--- src/design/kvt_pkg.sv ---
// kvt_pkg: shared types and constants of the key/value message tokenizer
// no dependencies; imported by every design file of the block
package kvt_pkg;

    localparam int ADDR_W = 3;
    localparam int DATA_W = 32;
    localparam int PLEN_W = 3;

    // register index, taken from paddr[2]
    localparam logic REG_PREFIX_LEN = 1'b0;
    localparam logic [PLEN_W-1:0] PREFIX_RESET = 3'd3;

    // token kinds, also used as the parse phase
    localparam logic [1:0] KIND_NAME  = 2'd0;
    localparam logic [1:0] KIND_AUTH  = 2'd1;
    localparam logic [1:0] KIND_KEY   = 2'd2;
    localparam logic [1:0] KIND_VALUE = 2'd3;

    // name match progress against "mcp"
    localparam logic [2:0] MATCH_FULL = 3'd3;
    localparam logic [2:0] MATCH_FAIL = 3'd7;

    localparam logic [7:0] CH_SPACE   = 8'h20;
    localparam logic [7:0] CH_NL      = 8'h0a;
    localparam logic [7:0] CH_QUOTE   = 8'h22;
    localparam logic [7:0] CH_BSLASH  = 8'h5c;
    localparam logic [7:0] CH_COLON   = 8'h3a;
    localparam logic [7:0] CH_UPPER_A = 8'h41;
    localparam logic [7:0] CH_UPPER_Z = 8'h5a;
    localparam logic [7:0] CASE_SHIFT = 8'h20;

    typedef struct packed {
        logic [2:0] prefix_count;
        logic [1:0] token_phase;
        logic       in_quote;
        logic       escape_pending;
        logic       colon_seen;
        logic       between_tokens;
        logic [2:0] name_match_pos;
        logic       line_stopped;
    } t_state;

    typedef struct packed {
        logic [7:0] token_byte;
        logic       byte_valid;
        logic [1:0] token_kind;
        logic       token_end;
        logic       initial_message;
        logic       parse_error;
    } t_result;

    typedef struct packed {
        t_state  st;
        logic    hit;
        t_result res;
    } t_step;

    function automatic logic [7:0] name_char(input logic [1:0] pos);
        logic [7:0] c;
        case (pos)
            2'd0:    c = 8'h6d; // m
            2'd1:    c = 8'h63; // c
            default: c = 8'h70; // p
        endcase
        return c;
    endfunction

endpackage

--- src/design/kvt_regs.sv ---
// kvt_regs: apb-style configuration register (prefix length)
// depends on kvt_pkg
module kvt_regs
    import kvt_pkg::*;
(
    input  logic              i_clk,
    input  logic              i_rst_n,
    input  logic              psel,
    input  logic              penable,
    input  logic              pwrite,
    input  logic [ADDR_W-1:0] paddr,
    input  logic [DATA_W-1:0] pwdata,
    output logic [DATA_W-1:0] prdata,
    output logic              pready,
    output logic [PLEN_W-1:0] o_prefix_length
);

    logic [PLEN_W-1:0] r_prefix_length;
    logic              wr_en;

    assign pready = 1'b1;
    assign wr_en  = psel && penable && pwrite && pready;

    always_ff @(posedge i_clk) begin
        if (!i_rst_n) begin
            r_prefix_length <= PREFIX_RESET;
        end else if (wr_en && paddr[2] == REG_PREFIX_LEN) begin
            r_prefix_length <= pwdata[PLEN_W-1:0];
        end
    end

    always_comb begin
        prdata = '0;
        if (paddr[2] == REG_PREFIX_LEN) begin
            prdata = {{(DATA_W-PLEN_W){1'b0}}, r_prefix_length};
        end
    end

    assign o_prefix_length = r_prefix_length;

endmodule

--- src/design/kvt_step.sv ---
// kvt_step: next-state and result logic for one line byte
// depends on kvt_pkg
module kvt_step
    import kvt_pkg::*;
(
    input  t_state            i_state,
    input  logic [7:0]        i_byte,
    input  logic              i_end,
    input  logic [PLEN_W-1:0] i_prefix_length,
    output t_step             o_step
);

    function automatic logic is_initial(input t_state s);
        return (s.token_phase != KIND_NAME) && (s.name_match_pos == MATCH_FULL);
    endfunction

    function automatic t_step close_tok(input t_state s);
        t_step c;
        logic  init;
        c = '0;
        c.st = s;
        c.st.between_tokens = 1'b1;
        c.st.escape_pending = 1'b0;
        c.st.in_quote = 1'b0;
        c.hit = 1'b1;
        c.res.token_end = 1'b1;
        c.res.token_kind = s.token_phase;
        case (s.token_phase)
            KIND_NAME: begin
                init = (s.name_match_pos == MATCH_FULL);
                c.st.token_phase = init ? KIND_KEY : KIND_AUTH;
                c.res.initial_message = init;
            end
            KIND_KEY: begin
                if (!s.colon_seen) begin
                    c.st.line_stopped = 1'b1;
                    c.res.parse_error = 1'b1;
                end else begin
                    c.st.colon_seen = 1'b0;
                    c.st.token_phase = KIND_VALUE;
                end
                c.res.initial_message = is_initial(c.st);
            end
            default: begin
                c.st.token_phase = KIND_KEY;
                c.st.colon_seen = 1'b0;
                c.res.initial_message = is_initial(c.st);
            end
        endcase
        return c;
    endfunction

    function automatic t_step emit(input t_state s, input logic [7:0] b);
        t_step      c;
        logic [7:0] ch;
        c = '0;
        c.st = s;
        ch = b;
        if (s.token_phase == KIND_NAME) begin
            if (b >= CH_UPPER_A && b <= CH_UPPER_Z) begin
                ch = b + CASE_SHIFT;
            end
            if (s.name_match_pos < MATCH_FULL && ch == name_char(s.name_match_pos[1:0])) begin
                c.st.name_match_pos = s.name_match_pos + 3'd1;
            end else begin
                c.st.name_match_pos = MATCH_FAIL;
            end
        end
        c.hit = 1'b1;
        c.res.token_byte = ch;
        c.res.byte_valid = 1'b1;
        c.res.token_kind = s.token_phase;
        c.res.initial_message = is_initial(c.st);
        return c;
    endfunction

    t_state t;

    always_comb begin
        o_step = '0;
        o_step.st = i_state;
        t = i_state;
        if (i_end) begin
            if (!i_state.line_stopped && i_state.prefix_count >= i_prefix_length
                    && !i_state.between_tokens) begin
                o_step = close_tok(i_state);
            end
            // line state starts over after every line end
            o_step.st = '0;
        end else if (i_state.line_stopped) begin
            o_step.st = i_state;
        end else if (i_state.prefix_count < i_prefix_length) begin
            o_step.st.prefix_count = i_state.prefix_count + 3'd1;
        end else if ((i_byte == CH_SPACE || i_byte == CH_NL) && !i_state.in_quote) begin
            t.escape_pending = 1'b0;
            o_step.st = t;
            if (!i_state.between_tokens) begin
                o_step = close_tok(t);
            end
        end else begin
            t.between_tokens = 1'b0;
            o_step.st = t;
            if (i_byte == CH_QUOTE) begin
                if (i_state.escape_pending) begin
                    t.escape_pending = 1'b0;
                    o_step = emit(t, i_byte);
                end else begin
                    o_step.st.in_quote = !i_state.in_quote;
                end
            end else if (i_byte == CH_BSLASH) begin
                if (i_state.escape_pending) begin
                    t.escape_pending = 1'b0;
                    o_step = emit(t, i_byte);
                end else begin
                    o_step.st.escape_pending = 1'b1;
                end
            end else begin
                t.escape_pending = 1'b0;
                o_step.st = t;
                if (i_byte == CH_COLON && !i_state.in_quote) begin
                    // bare colon only marks a key, never emitted
                    if (i_state.token_phase == KIND_KEY) begin
                        o_step.st.colon_seen = 1'b1;
                    end
                end else begin
                    o_step = emit(t, i_byte);
                end
            end
        end
    end

endmodule

--- src/design/kvt_pipe.sv ---
// kvt_pipe: input register, parser state and result register around kvt_step
// depends on kvt_pkg and kvt_step
module kvt_pipe
    import kvt_pkg::*;
(
    input  logic              i_clk,
    input  logic              i_rst_n,
    input  logic [PLEN_W-1:0] i_prefix_length,
    input  logic              i_in_valid,
    output logic              o_in_stall,
    input  logic [7:0]        i_line_byte,
    input  logic              i_line_end,
    output logic              o_out_valid,
    input  logic              i_out_stall,
    output t_result           o_res
);

    logic       r_in_valid;
    logic [7:0] r_in_byte;
    logic       r_in_end;
    t_state     r_state;
    logic       r_out_valid;
    t_result    r_out;
    t_step      step;
    logic       advance;
    logic       take;

    kvt_step u_step (
        .i_state         (r_state),
        .i_byte          (r_in_byte),
        .i_end           (r_in_end),
        .i_prefix_length (i_prefix_length),
        .o_step          (step)
    );

    // the held request moves on when the result register is free or being emptied
    assign advance    = r_in_valid && (!r_out_valid || !i_out_stall);
    assign o_in_stall = r_in_valid && !advance;
    assign take       = i_in_valid && !o_in_stall;

    always_ff @(posedge i_clk) begin
        if (!i_rst_n) begin
            r_in_valid  <= 1'b0;
            r_out_valid <= 1'b0;
            r_state     <= '0;
        end else begin
            if (take) begin
                r_in_valid <= 1'b1;
            end else if (advance) begin
                r_in_valid <= 1'b0;
            end
            if (advance) begin
                r_out_valid <= step.hit;
                r_state     <= step.st;
            end else if (!i_out_stall) begin
                r_out_valid <= 1'b0;
            end
        end
    end

    always_ff @(posedge i_clk) begin
        if (take) begin
            r_in_byte <= i_line_byte;
            r_in_end  <= i_line_end;
        end
        if (advance) begin
            r_out <= step.res;
        end
    end

    assign o_out_valid = r_out_valid;
    assign o_res       = r_out;

    a_err_is_key_end: assert property (@(posedge i_clk) disable iff (!i_rst_n)
        r_out_valid && r_out.parse_error |-> r_out.token_end && r_out.token_kind == KIND_KEY)
        else $error("parse error on a result that is not a key end mark");

    a_hit_lands: assert property (@(posedge i_clk) disable iff (!i_rst_n)
        advance && step.hit |=> r_out_valid)
        else $error("result of a request was lost");

    a_stop_holds: assert property (@(posedge i_clk) disable iff (!i_rst_n)
        r_state.line_stopped && !(advance && r_in_end) |=> r_state.line_stopped)
        else $error("stopped line resumed without a line end");

    a_byte_or_end: assert property (@(posedge i_clk) disable iff (!i_rst_n)
        r_out_valid |-> !(r_out.byte_valid && r_out.token_end))
        else $error("result carries both a character and an end mark");

endmodule

--- src/design/keyvalue_message_tokenizer_top.sv ---
// keyvalue_message_tokenizer_top: line tokenizer with its configuration port
// depends on kvt_pkg, kvt_regs and kvt_pipe
//
// Takes one line byte (or a line end) per request and gives zero or one token
// result for it, in order: a character with its kind, or an end mark. One
// request is accepted every clock while the output side is not stalled; the
// single-pass step logic between the input register and the result register
// sets this, and each request's result is held in the result register for output.
// The prefix length register is written over the apb port at byte address 0
// and should only be changed while no request is in flight.
module keyvalue_message_tokenizer_top
    import kvt_pkg::*;
(
    input  logic              i_clk,
    input  logic              i_rst_n,
    input  logic              psel,
    input  logic              penable,
    input  logic              pwrite,
    input  logic [ADDR_W-1:0] paddr,
    input  logic [DATA_W-1:0] pwdata,
    output logic [DATA_W-1:0] prdata,
    output logic              pready,
    input  logic              i_in_valid,
    output logic              o_in_stall,
    input  logic [7:0]        i_line_byte,
    input  logic              i_line_end,
    output logic              o_out_valid,
    input  logic              i_out_stall,
    output logic [7:0]        o_token_byte,
    output logic              o_byte_valid,
    output logic [1:0]        o_token_kind,
    output logic              o_token_end,
    output logic              o_initial_message,
    output logic              o_parse_error
);

    logic [PLEN_W-1:0] prefix_length;
    t_result           res;

    kvt_regs u_regs (
        .i_clk           (i_clk),
        .i_rst_n         (i_rst_n),
        .psel            (psel),
        .penable         (penable),
        .pwrite          (pwrite),
        .paddr           (paddr),
        .pwdata          (pwdata),
        .prdata          (prdata),
        .pready          (pready),
        .o_prefix_length (prefix_length)
    );

    kvt_pipe u_pipe (
        .i_clk           (i_clk),
        .i_rst_n         (i_rst_n),
        .i_prefix_length (prefix_length),
        .i_in_valid      (i_in_valid),
        .o_in_stall      (o_in_stall),
        .i_line_byte     (i_line_byte),
        .i_line_end      (i_line_end),
        .o_out_valid     (o_out_valid),
        .i_out_stall     (i_out_stall),
        .o_res           (res)
    );

    assign o_token_byte      = res.token_byte;
    assign o_byte_valid      = res.byte_valid;
    assign o_token_kind      = res.token_kind;
    assign o_token_end       = res.token_end;
    assign o_initial_message = res.initial_message;
    assign o_parse_error     = res.parse_error;

endmodule
--- config.mk ---
export PLATFORM = sky130hd
export DESIGN_NAME = keyvalue_message_tokenizer_top
export DESIGN_NICKNAME = d
export VERILOG_FILES = /design/src/design/kvt_pkg.sv /design/src/design/kvt_regs.sv /design/src/design/kvt_step.sv /design/src/design/kvt_pipe.sv /design/src/design/keyvalue_message_tokenizer_top.sv
export SDC_FILE = /design/constraint.sdc
export NUM_CORES = 1
export LEC_CHECK = 0
export ABC_AREA = 0
export BUFFER_PORTS_ARGS = -buffer_cell sky130_fd_sc_hd__buf_2
export CORE_UTILIZATION = 30
export CTS_CLUSTER_DIAMETER = 150
export DETAILED_ROUTE_END_ITERATION = 8
export SYNTH_ARGS = -nofsm -noshare
export SYNTH_HDL_FRONTEND = slang
export SYNTH_HIERARCHICAL = 1
export SYNTH_SLANG_ARGS = --single-unit
--- constraint.sdc ---
create_clock -name i_clk -period 1.9 [get_ports i_clk]
set_input_delay 0.38 -clock i_clk [delete_from_list [all_inputs] [get_ports i_clk]]
set_output_delay 0.38 -clock i_clk [all_outputs]
set_load 0.02 [all_outputs]
Word level (Yosys, flattened, before mapping)
Index checks and enable logic that the tools add are counted.

storage, ports and cells
  register bits after elaboration = 41
  bits of input ports = 51
  logic and storage cells = 208

operators by class
  reductions and logical operators = 45
  equality and inequality tests = 26
  $add $sub $neg = 3
  order comparisons = 5
  bitwise operators = 1
  multiplexer cells = 109

operator list
  kind                 count
  $mux 8               44
  $mux 3               28
  $mux 19              3
  $mux 28              2
  $mux 25              2
  $mux 15              2
  $eq 8x6->1 const B   3
  $eq 8x8->1           3
  $mux 23              1
  $mux 22              1
  $mux 2               10
  $logic_and 1x1->1    19
  $mux 1               13
  $mux 13              1
  $eq 3x2->1 const B   4
  $ne 3x2->1 const B   4
  $reduce_bool 2->1    6
  $ne 2x1->1 const B   5
  $pmux 5 s2           1
  $reduce_bool 3->1    3
  $add 8x6->8 const B  1
  $eq 8x4->1 const B   1
  $eq 8x7->1 const B   1
  $ge 8x7->1 const B   1
  19 further kinds     30

Depth between registers and ports, before layout
  depth after elaboration = 32
  mapped depth = 9
  mapped depth without buffers = 9

Modules after synthesis
Netlist, hierarchy kept.

modules (own cells, without submodules)
  module    times used  seq. area each (um^2)  area each (um^2)  cells each
  kvt_pipe  1           991.0                  1307.5            87
  kvt_step  1           0.0                    875.8             127
  kvt_regs  1           60.1                   396.6             49

Worst setup path before layout
No wires, ideal clock.

  path type = reg2reg
  from = register u_regs.r_prefix_length[1], in the netlist u_regs/o_prefix_length[1]
  to = register u_pipe/r_state[3] (netlist name)
  path slack = -0.070 ns
  stages on the path, launching flop included = 10
  buffers on the path = 0
  period minus slack after synthesis = 1.970 ns
  arrival time = 1.898 ns
  setup time = 0.072 ns
  path through = dfxtp_1 inv_1 ha_1 nor2b_1 o21ai_1 a211oi_4 and3_2 a311oi_1 nand2_1 mux2i_1

on the way
  cells in the longest elaborated chain, start to end = 3

RTL lines
  item                        RTL line        text
  start, declared             kvt_regs.sv:18  logic [PLEN_W-1:0] r_prefix_length;
  start signal, assigned      kvt_regs.sv:28  r_prefix_length <= pwdata[PLEN_W-1:0];
  $lt 3x3->1                  kvt_step.sv:92  end else if (i_state.prefix_count < i_prefix_length) begin
  $ne 2x1->1 (no line)        n/a
  $reduce_and 7->1 (no line)  n/a
  end signal, assigned        kvt_pipe.sv:54  r_state <= step.st;
  end, declared               kvt_pipe.sv:21  t_state r_state;

No other way between the ends.
A chain may end at the register's enable or synchronous reset.

==> qor.yml <==
fmax_mhz: 489.9
place_ws_ns: -0.2306
route.detailed.drc: 0
clk_pin_slew_ns: 0.08
cts.sinks: 41
worstPathRequired_ns: 2.08
max_stage_delay_ns: 0.45
slowest_stage: "edfxtp_1"
layout.cells.most_common_list: "48 x buf_4, 38 x buf_2, 32 x nand2_1"
die_h_um: 94.74
clk_latency_ns: 0.29
ys_warn_count: 6
diodes: 0
cp-start-kind: "flop"
core-area_um2: 8258
area_growth_pct: 36.03
htree_levels: 2
netlist_instances: 263
grt_use_total_pct: 12.85
tightest_slew_ns: 0.5662
cp.depth: 8
endpoint: "u_pipe/r_state[2]$_SDFFE_PN0P_"
cts_tree: "yes"
grt_max_degree: 35
drv_slew: 0
clockRootBuffer: "clkbuf_8"
path_buf_inv: 1
fin_crit_ns: 2.041
antenna_found_initial: 0
r2r_slack_ns: -0.14
fill_cells: 788
die_w_um: 94.74
r2r_cells: 8
first_pass_iters: 4
die-area_um2: 8975
fin_util_pct: 42.50
drive_gt1_share_pct: 41.69
synth-seq-cells: 41
ys_seq_area_share_pct: 40.74
syn_area_um2: 2580
synthDominantCellAreaShare_pct: 26.77
rr_endpoint: "u_pipe/r_state[2]$_SDFFE_PN0P_"
irDropWorstVdd_v: 0.0003627
p_per_area_nw_per_um2: 555.9
hold_buffers: 0
dp_hpwl_um: 3827
syn_avg_cell_area_um2: 9.810
crit_family: "compound AO/OA/AOI/OAI gates"
synth_top_area_cell: "edfxtp_1"
clock_path_buffers: 2
initial_core_util_pct: 31.24
seqCellArea_um2: 1054
drt_iter0_markers: 61
finalWirelength_um: 5690
outcome: "finished, violations left"
synthTopCellsByArea: "edfxtp_1 27%, dfxtp_1 14%, buf_4 8.7%"
wl_per_cell_um: 12.37
holdPathStages: 1
violations: "negative setup slack"
asyncSetResetFlopFracSynth_pct: 0
avgViaCountPerCell: 4.622
grt_pass1_wl_um: 9101
fin_nets: 414
startpoint: "u_pipe/r_in_byte[0]$_DFFE_PP_"
min_period_over_period_pct: 107.4
layout_commonest_cell: "buf_4"
finClkSkew_ns: 0.007024
rsz0062_at_grt: "yes"
ys_types: 55
grt_overflow: 0
multi_input_area_um2: 1499
end_kind: "flop"
design_area_um2: 3510
synth_edf_count: 23
rows: 33
p_leak_nw: 1.424
finalSetupViolCount: 18
critPathKind: "flop to flop"
port_buffers: 38
io_pins: 100
placed_area_um2: 3037
place_congestion: 0.7739
reg2reg_from: "u_pipe/r_in_byte[0]$_DFFE_PP_"
grt_pass1_vias: 1973
via_count: 2126
cp.arrival_ns: 2.22
crit_path_cell_trace: "buf_6 > nor4_4 > a32oi_2 > and3b_2 > a2111oi_4 > a311oi_2 > nand2_1 > mux2i_1"
report.final.hold_viol_count: 0
setup_ws_ns: -0.1412
cap_violations: 0
synth-main-ff-cell: "edfxtp_1"
hold_path_class: "input port to flop"
path_max_fanout: 4
slew_headroom_pct: 62.25
cts_buffers: 5
ant_nets: 0
-- sequential cells by signal, summed over array words and instances, names as in the netlist --
| name | flops |
|---|---|
| u_pipe/o_res | 14 |
| u_pipe/r_in_byte | 8 |
| u_pipe/r_in_end | 1 |
| u_pipe/r_in_valid | 1 |
| u_regs/o_prefix_length | 3 |
| u_pipe/o_out_valid | 1 |
| u_pipe/r_state | 13 |
-- worst min-delay path by stage --
stage	startpoint	to	slack (ns)
2_1_floorplan	u_pipe/r_state[0]$_SDFFE_PN0P_	u_pipe/r_state[0]$_SDFFE_PN0P_	0.43
3_3_place_gp	u_pipe/r_state[3]$_SDFFE_PN0P_	u_pipe/r_state[3]$_SDFFE_PN0P_	0.48
3_5_place_dp	u_pipe/r_state[3]$_SDFFE_PN0P_	u_pipe/r_state[3]$_SDFFE_PN0P_	0.49
4_1_cts	i_line_byte[7]	u_pipe/r_in_byte[7]$_DFFE_PP_	0.25
5_1_grt	i_line_byte[7]	u_pipe/r_in_byte[7]$_DFFE_PP_	0.24
6_report	i_line_byte[7]	u_pipe/r_in_byte[7]$_DFFE_PP_	0.26
-- power by group --
| group | internal [W] | switching (W) |
|---|---|---|
| Combinational | 0.000110 | 0.000167 |
| Sequential | 0.000961 | 0.0000192 |
| Clock | 0.000390 | 0.000303 |
-- routing by layer --
metal  global-route usage (%)  vias to the layer above  wire (µm)
li1                         -                     1054          -
met1                    16.63                      996       2568
met2                    21.28                       67       2776
met3                    2.818                        9        289
met4                    3.914                        0         55
met5                        0                        -          0
-- cells by family after synthesis --
family / Yosys count / synth area share [%]
AO/OA/AOI/OAI: 38 / 12.61
XOR/XNOR: 3 / 1.019
adder cells (fa/ha/maj): 9 / 4.365
buffers and inverters: 53 / 13.29
flip-flops: 41 / 40.74
multiplexers: 20 / 7.759
other: 2 / 0.2911
AND/OR/NAND/NOR: 97 / 19.93
-- area by class of cell --
class                      instances  share of cell area, %
clock buffer                       6                  2.068
clock inverter                     2                 0.9982
inverter                          14                  1.640
multi-input combinational        197                  42.71
sequential                        41                  30.02
tap                              105                  3.743
timing repair buffer              95                  18.82
-- cells in the mapped netlist, drive strengths merged (2+ instances only) --
cell      n
or3       2
a311oi    2
nor4      2
a2111oi   3
nor3b     2
a21boi    3
nand2    33
o21a      2
o21ai     2
ha        9
nor3      2
buf      37
a32oi     2
nor2b    10
nor2     24
and3b     2
a22oi     2
conb      2
mux2i    20
xnor2     3
edfxtp   23
and2      3
dfxtp    18
and3      3
clkbuf    2
a211oi    3
and2b     3
nor4b     3
inv      13
a21o      3
nand4     3
a31oi     7
-- stage by stage --
| step | cells | TNS, ns | total power (W) | hold WS [ns] |
|---|---|---|---|---|
| CTS | 452 | -0.3819 | 0.001960 | 0.2483 |
| global placement | 434 | -1.533 | 0.001232 | 0.4756 |
| floorplan | 291 | 0 | 0.001202 | 0.4335 |
| detailed placement | 434 | -2.044 | 0.001237 | 0.4857 |
| global route | 460 | -3.791 | 0.002026 | 0.2444 |
| finish | 460 | -1.468 | 0.001951 | 0.2634 |
-- timing repair --
| item | CTS | global route |
|---|---|---|
| setup endpoints to repair | 18 | 24 |
| gates resized for setup | 30 | 19 |
| pin swaps | 20 | 17 |
| setup buffers | 10 | 8 |
| hold endpoints to repair | 0 | 0 |
Power figures use the tool's default switching activity.
